<file path="src/rtl/oaief_pkg.sv">
`default_nettype none

package oaief_pkg;

    // field widths of a request and a result
    localparam int MODE_W  = 2;
    localparam int POS_W   = 5;
    localparam int VAL_W   = 32;
    localparam int STAT_W  = 2;
    localparam int FIDX_W  = 4;
    localparam int ECNT_W  = 5;

    localparam int CAPACITY_DEF = 16;

    // operation codes
    localparam logic [MODE_W-1:0] MODE_INSERT = 2'd0;
    localparam logic [MODE_W-1:0] MODE_ERASE  = 2'd1;
    localparam logic [MODE_W-1:0] MODE_FIND   = 2'd2;

    // status codes
    localparam logic [STAT_W-1:0] ST_OK   = 2'd0;
    localparam logic [STAT_W-1:0] ST_FULL = 2'd1;
    localparam logic [STAT_W-1:0] ST_BAD  = 2'd2;

    typedef struct packed {
        logic        [MODE_W-1:0] mode;
        logic        [POS_W-1:0]  position;
        logic signed [VAL_W-1:0]  value;
    } request_t;

    typedef struct packed {
        logic [STAT_W-1:0] status;
        logic              found;
        logic [FIDX_W-1:0] found_index;
        logic [ECNT_W-1:0] entry_count;
    } result_t;

    typedef enum logic [2:0] {
        S_IDLE,
        S_DECODE,
        S_UP,
        S_DOWN,
        S_DRAIN,
        S_WRVAL,
        S_SCAN,
        S_SCAN_LAST
    } ctrl_state_t;

    typedef enum logic [2:0] {
        IDX_HOLD,
        IDX_CNT_M1,
        IDX_POS_P1,
        IDX_ZERO,
        IDX_INC,
        IDX_DEC
    } idx_op_t;

    typedef struct packed {
        logic              load;
        idx_op_t           idx_op;
        logic              rd_up;
        logic              rd_dn;
        logic              rd_scan;
        logic              wr_val;
        logic              cnt_inc;
        logic              cnt_dec;
        logic              res_set;
        logic [STAT_W-1:0] res_status;
        logic              res_found;
    } dp_cmd_t;

    typedef struct packed {
        logic [MODE_W-1:0] mode;
        logic              full;
        logic              cnt_zero;
        logic              pos_gt_cnt;
        logic              pos_ge_cnt;
        logic              pos_eq_cnt;
        logic              pos_is_last;
        logic              idx_at_pos;
        logic              idx_at_last;
        logic              match;
    } dp_stat_t;

endpackage

`default_nettype wire

</file>
<file path="src/rtl/ordered_array_insert_erase_find.sv">
//  channel   ports                      handshake
//  --------  -------------------------  ------------------------------------
//  request   request (request_t)        taken at an edge with start && !busy
//  result    result (result_t), done    valid for the single cycle done is high
//
//  with c entries and position p, busy stays high while the request is worked:
//    insert at p < c: words p..c-1 shift up, one ram read/write per shifted word
//    insert at the end: only the value is written; erase at p < c-1: shift down
//    erase of the last entry, and any rejected request: done in decode
//    find: reads from index 0 to a hit or the last entry, one ram read per entry
//  the result strobe comes in the first cycle busy is low again, when a new
//  request may already be taken; the receiver cannot stall the result.
//  reset clears the entry count, state and strobes; the word store itself is not cleared.
`default_nettype none

module ordered_array_insert_erase_find import oaief_pkg::*; #(
    parameter int CAPACITY = CAPACITY_DEF
) (
    input  wire logic     clk,
    input  wire logic     rst_n,
    input  wire logic     start,
    input  wire request_t request,
    output logic          busy,
    output result_t       result,
    output logic          done
);

    // command and status between the sequencer and the datapath
    dp_cmd_t  cmd;
    dp_stat_t stat;

    // sequencer: decodes the request and steps the shift or scan
    oaief_ctrl u_ctrl (
        .clk   (clk),
        .rst_n (rst_n),
        .start (start),
        .stat  (stat),
        .busy  (busy),
        .cmd   (cmd)
    );

    // datapath: word ram, entry count, index, pending write and result register
    oaief_dp #(
        .CAPACITY (CAPACITY)
    ) u_dp (
        .clk     (clk),
        .rst_n   (rst_n),
        .request (request),
        .cmd     (cmd),
        .stat    (stat),
        .result  (result),
        .done    (done)
    );

endmodule

`default_nettype wire

</file>
<file path="src/rtl/oaief_ram.sv">
`default_nettype none

module oaief_ram #(
    parameter int WIDTH = 32,
    parameter int DEPTH = 16
) (
    input  wire logic                     clk,
    input  wire logic                     we,
    input  wire logic [$clog2(DEPTH)-1:0] waddr,
    input  wire logic [WIDTH-1:0]         wdata,
    input  wire logic                     re,
    input  wire logic [$clog2(DEPTH)-1:0] raddr,
    output logic      [WIDTH-1:0]         rdata
);

    logic [WIDTH-1:0] mem [DEPTH];

    always_ff @(posedge clk)
    begin
        if (we)
        begin
            mem[waddr] <= wdata;
        end
        if (re)
        begin
            rdata <= mem[raddr];
        end
    end

endmodule

`default_nettype wire

</file>
<file path="src/rtl/oaief_ctrl.sv">
`default_nettype none

module oaief_ctrl import oaief_pkg::*; (
    input  wire logic     clk,
    input  wire logic     rst_n,
    input  wire logic     start,
    input  wire dp_stat_t stat,
    output logic          busy,
    output dp_cmd_t       cmd
);

    ctrl_state_t state_reg;
    ctrl_state_t state_next;

    always_ff @(posedge clk or negedge rst_n)
    begin
        if (!rst_n)
        begin
            state_reg <= S_IDLE;
        end
        else
        begin
            state_reg <= state_next;
        end
    end

    // next state
    always_comb
    begin
        state_next = state_reg;
        case (state_reg)
            S_IDLE:
            begin
                if (start)
                begin
                    state_next = S_DECODE;
                end
            end
            S_DECODE:
            begin
                case (stat.mode)
                    MODE_INSERT:
                    begin
                        if (stat.full || stat.pos_gt_cnt)
                        begin
                            state_next = S_IDLE;
                        end
                        else if (stat.pos_eq_cnt)
                        begin
                            state_next = S_WRVAL;
                        end
                        else
                        begin
                            state_next = S_UP;
                        end
                    end
                    MODE_ERASE:
                    begin
                        if (stat.pos_ge_cnt || stat.pos_is_last)
                        begin
                            state_next = S_IDLE;
                        end
                        else
                        begin
                            state_next = S_DOWN;
                        end
                    end
                    MODE_FIND:
                    begin
                        if (stat.cnt_zero)
                        begin
                            state_next = S_IDLE;
                        end
                        else
                        begin
                            state_next = S_SCAN;
                        end
                    end
                    default:
                    begin
                        state_next = S_IDLE;
                    end
                endcase
            end
            S_UP:
            begin
                if (stat.idx_at_pos)
                begin
                    state_next = S_DRAIN;
                end
            end
            S_DOWN:
            begin
                if (stat.idx_at_last)
                begin
                    state_next = S_DRAIN;
                end
            end
            S_DRAIN:
            begin
                if (stat.mode == MODE_INSERT)
                begin
                    state_next = S_WRVAL;
                end
                else
                begin
                    state_next = S_IDLE;
                end
            end
            S_WRVAL:
            begin
                state_next = S_IDLE;
            end
            S_SCAN:
            begin
                if (stat.match)
                begin
                    state_next = S_IDLE;
                end
                else if (stat.idx_at_last)
                begin
                    state_next = S_SCAN_LAST;
                end
            end
            S_SCAN_LAST:
            begin
                state_next = S_IDLE;
            end
            default:
            begin
                state_next = S_IDLE;
            end
        endcase
    end

    // commands
    always_comb
    begin
        cmd            = '0;
        cmd.idx_op     = IDX_HOLD;
        cmd.res_status = ST_OK;
        busy           = (state_reg != S_IDLE);
        case (state_reg)
            S_IDLE:
            begin
                cmd.load = start;
            end
            S_DECODE:
            begin
                case (stat.mode)
                    MODE_INSERT:
                    begin
                        if (stat.full)
                        begin
                            cmd.res_set    = 1'b1;
                            cmd.res_status = ST_FULL;
                        end
                        else if (stat.pos_gt_cnt)
                        begin
                            cmd.res_set    = 1'b1;
                            cmd.res_status = ST_BAD;
                        end
                        else if (!stat.pos_eq_cnt)
                        begin
                            cmd.idx_op = IDX_CNT_M1;
                        end
                    end
                    MODE_ERASE:
                    begin
                        if (stat.pos_ge_cnt)
                        begin
                            cmd.res_set    = 1'b1;
                            cmd.res_status = ST_BAD;
                        end
                        else if (stat.pos_is_last)
                        begin
                            cmd.cnt_dec = 1'b1;
                            cmd.res_set = 1'b1;
                        end
                        else
                        begin
                            cmd.idx_op = IDX_POS_P1;
                        end
                    end
                    MODE_FIND:
                    begin
                        if (stat.cnt_zero)
                        begin
                            cmd.res_set    = 1'b1;
                            cmd.res_status = ST_BAD;
                        end
                        else
                        begin
                            cmd.idx_op = IDX_ZERO;
                        end
                    end
                    default:
                    begin
                        cmd.res_set    = 1'b1;
                        cmd.res_status = ST_BAD;
                    end
                endcase
            end
            S_UP:
            begin
                cmd.rd_up = 1'b1;
                if (!stat.idx_at_pos)
                begin
                    cmd.idx_op = IDX_DEC;
                end
            end
            S_DOWN:
            begin
                cmd.rd_dn = 1'b1;
                if (!stat.idx_at_last)
                begin
                    cmd.idx_op = IDX_INC;
                end
            end
            S_DRAIN:
            begin
                if (stat.mode != MODE_INSERT)
                begin
                    cmd.cnt_dec = 1'b1;
                    cmd.res_set = 1'b1;
                end
            end
            S_WRVAL:
            begin
                cmd.wr_val  = 1'b1;
                cmd.cnt_inc = 1'b1;
                cmd.res_set = 1'b1;
            end
            S_SCAN:
            begin
                if (stat.match)
                begin
                    cmd.res_set   = 1'b1;
                    cmd.res_found = 1'b1;
                end
                else
                begin
                    cmd.rd_scan = 1'b1;
                    if (!stat.idx_at_last)
                    begin
                        cmd.idx_op = IDX_INC;
                    end
                end
            end
            S_SCAN_LAST:
            begin
                cmd.res_set   = 1'b1;
                cmd.res_found = stat.match;
            end
            default:
            begin
                cmd = '0;
            end
        endcase
    end

endmodule

`default_nettype wire

</file>
<file path="src/rtl/oaief_dp.sv">
`default_nettype none

module oaief_dp import oaief_pkg::*; #(
    parameter int CAPACITY = CAPACITY_DEF
) (
    input  wire logic     clk,
    input  wire logic     rst_n,
    input  wire request_t request,
    input  wire dp_cmd_t  cmd,
    output dp_stat_t      stat,
    output result_t       result,
    output logic          done
);

    localparam int AW = $clog2(CAPACITY);
    localparam int CW = $clog2(CAPACITY + 1);
    localparam int PW = ((CW > POS_W) ? CW : POS_W) + 1;

    request_t         req_reg;
    logic [CW-1:0]    count_reg;
    logic [CW-1:0]    count_next;
    logic [AW-1:0]    idx_reg;
    logic [AW-1:0]    idx_next;
    logic             pend_valid_reg;
    logic [AW-1:0]    pend_addr_reg;
    logic             chk_valid_reg;
    logic [AW-1:0]    chk_idx_reg;
    result_t          result_reg;
    logic             done_reg;

    logic [PW-1:0]    pos_x;
    logic [PW-1:0]    cnt_x;
    logic [CW-1:0]    cnt_m1;
    logic [AW-1:0]    pos_a;
    logic             rd_en;
    logic             we;
    logic [AW-1:0]    waddr;
    logic [VAL_W-1:0] wdata;
    logic [VAL_W-1:0] rdata;

    assign pos_x  = PW'(req_reg.position);
    assign cnt_x  = PW'(count_reg);
    assign cnt_m1 = count_reg - CW'(1);
    assign pos_a  = AW'(req_reg.position);
    assign rd_en  = cmd.rd_up | cmd.rd_dn | cmd.rd_scan;

    // a shifted word is written in the cycle after its read; a new word goes in on its own cycle
    always_comb
    begin
        if (cmd.wr_val)
        begin
            we    = 1'b1;
            waddr = pos_a;
            wdata = req_reg.value;
        end
        else
        begin
            we    = pend_valid_reg;
            waddr = pend_addr_reg;
            wdata = rdata;
        end
    end

    oaief_ram #(
        .WIDTH (VAL_W),
        .DEPTH (CAPACITY)
    ) u_ram (
        .clk   (clk),
        .we    (we),
        .waddr (waddr),
        .wdata (wdata),
        .re    (rd_en),
        .raddr (idx_reg),
        .rdata (rdata)
    );

    always_comb
    begin
        count_next = count_reg;
        if (cmd.cnt_inc)
        begin
            count_next = count_reg + CW'(1);
        end
        else if (cmd.cnt_dec)
        begin
            count_next = cnt_m1;
        end
    end

    always_comb
    begin
        case (cmd.idx_op)
            IDX_HOLD:   idx_next = idx_reg;
            IDX_CNT_M1: idx_next = AW'(cnt_m1);
            IDX_POS_P1: idx_next = pos_a + AW'(1);
            IDX_ZERO:   idx_next = '0;
            IDX_INC:    idx_next = idx_reg + AW'(1);
            IDX_DEC:    idx_next = idx_reg - AW'(1);
            default:    idx_next = idx_reg;
        endcase
    end

    always_comb
    begin
        stat.mode        = req_reg.mode;
        stat.full        = (count_reg == CW'(CAPACITY));
        stat.cnt_zero    = (count_reg == '0);
        stat.pos_gt_cnt  = (pos_x > cnt_x);
        stat.pos_ge_cnt  = (pos_x >= cnt_x);
        stat.pos_eq_cnt  = (pos_x == cnt_x);
        stat.pos_is_last = ((pos_x + PW'(1)) == cnt_x);
        stat.idx_at_pos  = (idx_reg == pos_a);
        stat.idx_at_last = (idx_reg == AW'(cnt_m1));
        stat.match       = chk_valid_reg && (rdata == req_reg.value);
    end

    always_ff @(posedge clk or negedge rst_n)
    begin
        if (!rst_n)
        begin
            count_reg      <= '0;
            pend_valid_reg <= 1'b0;
            chk_valid_reg  <= 1'b0;
            done_reg       <= 1'b0;
        end
        else
        begin
            count_reg      <= count_next;
            pend_valid_reg <= cmd.rd_up | cmd.rd_dn;
            chk_valid_reg  <= cmd.rd_scan;
            done_reg       <= cmd.res_set;
        end
    end

    always_ff @(posedge clk)
    begin
        if (cmd.load)
        begin
            req_reg <= request;
        end
        idx_reg     <= idx_next;
        chk_idx_reg <= idx_reg;
        if (cmd.rd_up)
        begin
            pend_addr_reg <= idx_reg + AW'(1);
        end
        else if (cmd.rd_dn)
        begin
            pend_addr_reg <= idx_reg - AW'(1);
        end
        if (cmd.res_set)
        begin
            result_reg.status      <= cmd.res_status;
            result_reg.found       <= cmd.res_found;
            result_reg.found_index <= cmd.res_found ? FIDX_W'(chk_idx_reg) : '0;
            result_reg.entry_count <= ECNT_W'(count_next);
        end
    end

    assign result = result_reg;
    assign done   = done_reg;

endmodule

`default_nettype wire
</file>
<file path="config.mk">
export PLATFORM = sky130hd
export DESIGN_NAME = ordered_array_insert_erase_find
export DESIGN_NICKNAME = d
export VERILOG_FILES = /design/src/rtl/oaief_pkg.sv /design/src/rtl/ordered_array_insert_erase_find.sv /design/src/rtl/oaief_ram.sv /design/src/rtl/oaief_ctrl.sv /design/src/rtl/oaief_dp.sv
export SDC_FILE = /design/constraint.sdc
export NUM_CORES = 1
export LEC_CHECK = 0
export BUFFER_PORTS_ARGS = -buffer_cell sky130_fd_sc_hd__buf_4
export CAP_MARGIN = 0
export CELL_PAD_IN_SITES_DETAIL_PLACEMENT = 1
export CELL_PAD_IN_SITES_GLOBAL_PLACEMENT = 2
export CORE_MARGIN = 3
export CORE_UTILIZATION = 45
export CTS_BUF_LIST = sky130_fd_sc_hd__clkbuf_8 sky130_fd_sc_hd__clkbuf_16
export CTS_CLUSTER_DIAMETER = 200
export DETAILED_ROUTE_END_ITERATION = 10
export PLACE_DENSITY_LB_ADDON = 0.1
export SYNTH_ARGS = -nofsm -noshare
export SYNTH_HDL_FRONTEND = slang
export SYNTH_SLANG_ARGS = --single-unit
</file>
<file path="constraint.sdc">
create_clock -name clk -period 3.44 [get_ports clk]
set_input_delay 0.86 -clock clk [delete_from_list [all_inputs] [get_ports clk]]
set_output_delay 0.86 -clock clk [all_outputs]
set_load 0.02 [all_outputs]
</file>
==> metrics.md <==
| Metric | Value |
|---|---|
| Htree depth | `3` |
| CTS tree | `done` |
| Hold Crit Class | `in2async` |
| Gate Count Post-Synth | `1182` |
| Peak Freq | `~310 MHz` |
| Leakage | `9.29 nW` |
| Max clock buf depth | `3` |
| CTS clk-pin slew, worst paths | `~0.060 ns` |
| Synth warn | `0` |
| Post-synthesis register bit count | `618` |
| Die X | `239 um` |
| Commonest non-fill, non-tap cell in the layout | `edfxtp_1` |
| Post-synth EDFFs | `603` |
| Setup_tns | `0 ns` |
| Largest area contributor in the netlist | `edfxtp_1` |
| Slew @ Worst Pin | `about 1.1 ns` |
| Post-route antenna net violation count | `0` |
| Sequential fraction of the synthesis area | `around three quarters` |
| Startpoint Class | `flip-flop` |
| Filler cell count | `around 4600` |
| Slew Viols, Final | `0` |
| Die ar. | `57000 sq um` |
| Vias in the first global route | `12800` |
| CP cell instances | `ha_1 > xor3_1 > or3_1 > a211oi_2 > or4b_4 > a211oi_4 > a31oi_1 > xnor2_1` |
| CP max-delay cell | `or4b_4` |
| Std-Cell Rows | `84` |
| NumNets Final | `1360` |
| Largest net degree at the start of global routing | `118` |
| Global-route wire length before repair | `88100 um` |
| Post-CTS Setup Inserts | `0` |
| Final Critical Period | `about 3.2 ns` |
| P&R area growth vs syn | `16.0%` |
| Via-to-Cell Ratio | `5.76` |
| Mean Syn Cell Area | `around 21 sq um` |
| Final period util | `94.4%` |
| Most area-consuming cells after synthesis | `edfxtp_1 74%, mux4_2 15%, nand2_1 1.7%, xor2_1 1.4%, dfrtp_1 1.1%` |
| Setup crit end kind | `flip-flop` |
| Async set or reset register ratio after synthesis | `1.78%` |
| Hold bufs inserted after CTS | `0` |
| Total grt overflow | `0` |
| Post-Syn Area | `24400 sq um` |
| Yosys top cell area share | `74.3%` |
| Synth Flop Type | `edfxtp_1` |
| Worst Skew | `0.0189 ns` |
| Met1 Usage GRT | `between 20% and 30%` |
| Syn Nets | `1235` |
| Global routing's busiest layer | `met2` |
| DRC | `0` |
| Hold Vio Cnt, Final | `0` |
| Routing usage on met3 | `around 4%` |
| Count of final setup violators | `0` |
| Clk sink count | `618` |
| Worst VDD drop | `about 0.64 mV` |
| Hold slack final | `between 0.1 and 0.15 ns` |
| Initial antenna violation count | `0` |
| Slew HR | `25.1%` |
| Crit path arrival time | `3.57 ns` |
| Vert. Die Dim | `about 240 um` |
| Initial Util | `between 40% and 50%` |
| Status | `completed` |
| Mean routed wirelength per cell | `29.5 um` |
| Initial DRT Pass Iterations | `5` |
| I/O pin cnt | `56` |
| Commonest cells after routing, fill and taps aside | `603 x edfxtp_1, 160 x mux4_2, 107 x nand2_1, 91 x buf_4, 70 x clkbuf_16` |
| Routed wire length | `60200 um` |
| Placeable core area | `53100 sq um` |
| Worst-skew pair later-pin latency | `~0.60 ns` |
| Antenna cell count | `0` |
| First DRT Iteration DRCs | `975` |
| CTS buffer count | `67` |
| Peak fanout along the critical path | `6` |
| Post-CTS resize count | `0` |
| Unrepaired setup endpoints after global routing | `no` |
| Worst Path Buf+Inv | `0` |
| GRT Total Usage | `21.8%` |
| Largest stage delay on the critical path | `0.52 ns` |
| Largest register FFs | `512` |
| Vias | `11700` |
| Setup CP Type | `reg2reg` |
| Power Dens Cells | `932 nW/um^2` |
| Port-buffer cells | `55` |
| M2 GR Usage | `37.3%` |
| Gpl congestion | `0.781` |
| WP data required | `3.77 ns` |
| CP delay by family, top | `simple AND/OR/NAND/NOR gates` |
| Final setup margin | `roughly 0.19 ns` |
| Layout cell share with drive strength beyond 1 | `28.4%` |
| Distinct cell type count after synthesis | `53` |
| Max_cap viols | `0` |
| Detail Placement HPWL | `34000 um` |
| Pre-CTS setup slack | `0.177 ns` |
| Root Driver | `clkbuf_16` |
==> per-layer routing <==
layer,routed length (um),part of all wire [%]
met1,25600,43
met2,30600,51
met3,2750,4.6
met4,1220,2.0
met5,0,0
==> final cells by class <==
cell class / instances / area, sq um / share of cell area [%]
Inverter: 19 / 71.3 / 0.252
Clock buffer: 70 / 1750 / 6.20
Tap cell: 688 / 861 / 3.05
Clock inverter: 44 / 255 / 0.903
Multi-Input combinational cell: 489 / 5750 / 20.4
Timing Repair Buffer: 112 / 1100 / 3.91
Sequential cell: 618 / 18500 / 65.3
==> worst register-to-register path: cells and delay by family, from the launching register on <==
kind                     cells  cell delay [ns]
AND/OR/NAND/NOR              2             0.86
AO/OA/AOI/OAI                3             0.80
XOR/XNOR                     2             0.53
flip-flops                   1             0.49
adder cells (fa/ha/maj)      1             0.30
==> power by group <==
part	total, W	internal (W)	switching (W)
sequential	0.0115	0.0110	0.000516
combinational	0.00823	0.00328	0.00496
clock	0.00660	0.00375	0.00285
total	0.0263	0.0180	0.00832
==> cell usage after synthesis (2+ instances only) <==
cell type and instances:
nor4_1 9, buf_2 3, mux2_2 2, xor2_1 39, and3_1 5, nor3_1 10, o21ai_0 8, or3_1 3
nand4_1 2, inv_1 19, buf_1 20, nand2b_1 7, xnor2_1 16, edfxtp_1 603, clkbuf_1 33, a21boi_1 2
and2_1 5, mux4_2 160, nor3b_1 3, o31ai_1 2, o31a_1 2, nand2_1 109, a41oi_1 2, nor2b_1 8
nand3_1 10, a31oi_1 8, o221ai_1 2, dfrtp_1 11, ha_1 11, nor2_1 31, a21oi_1 8, mux2i_1 3
a221oi_1 3, dfxtp_1 4
==> final timing paths <==
check                               startpoint             endpoint  slack (ns)  cells past startpoint
min reg2reg                u_dp.chk_idx_reg[1]       u_dp.result[6]        0.50                      1
min                                      rst_n    u_dp.count_reg[4]        0.12                      1
max reg2reg                      u_dp.pos_a[0]       u_dp.result[4]        0.19                      8
min in group clk                   request[12]     u_dp.req_reg[12]        0.44                      1
max                              u_dp.pos_a[0]       u_dp.result[4]        0.19                      8
max in group asynchronous                rst_n  u_dp.pend_valid_reg        3.14                      1
==> stage by stage <==
stage | power [W] | util [%] | area, sq um | std cells
5_1_grt | 0.0276 | 53.2 | 28300 | 2040
4_1_cts | 0.0267 | 53.2 | 28300 | 2040
2_1_floorplan | 0.0169 | - | 24400 | 1182
3_5_place_dp | 0.0200 | 49.5 | 26300 | 1926
3_3_place_gp | 0.0198 | 49.5 | 26300 | 1926
6_report | 0.0263 | 53.2 | 28300 | 2040
==> kinds of logic (layout without fill, tap and decap cells) <==
logic type	after synthesis	count (layout)	synth area share [%]
AOI/OAI and AO/OA	49	49	1.47
xor gates and xnor gates	57	57	2.17
adders and majority gates	11	11	0.565
buffers and inverters	75	245	1.17
DFF	618	618	75.8
muxes	165	165	15.0
and+or+nand+nor	207	207	3.85
(Power assumes the default switching activity.)
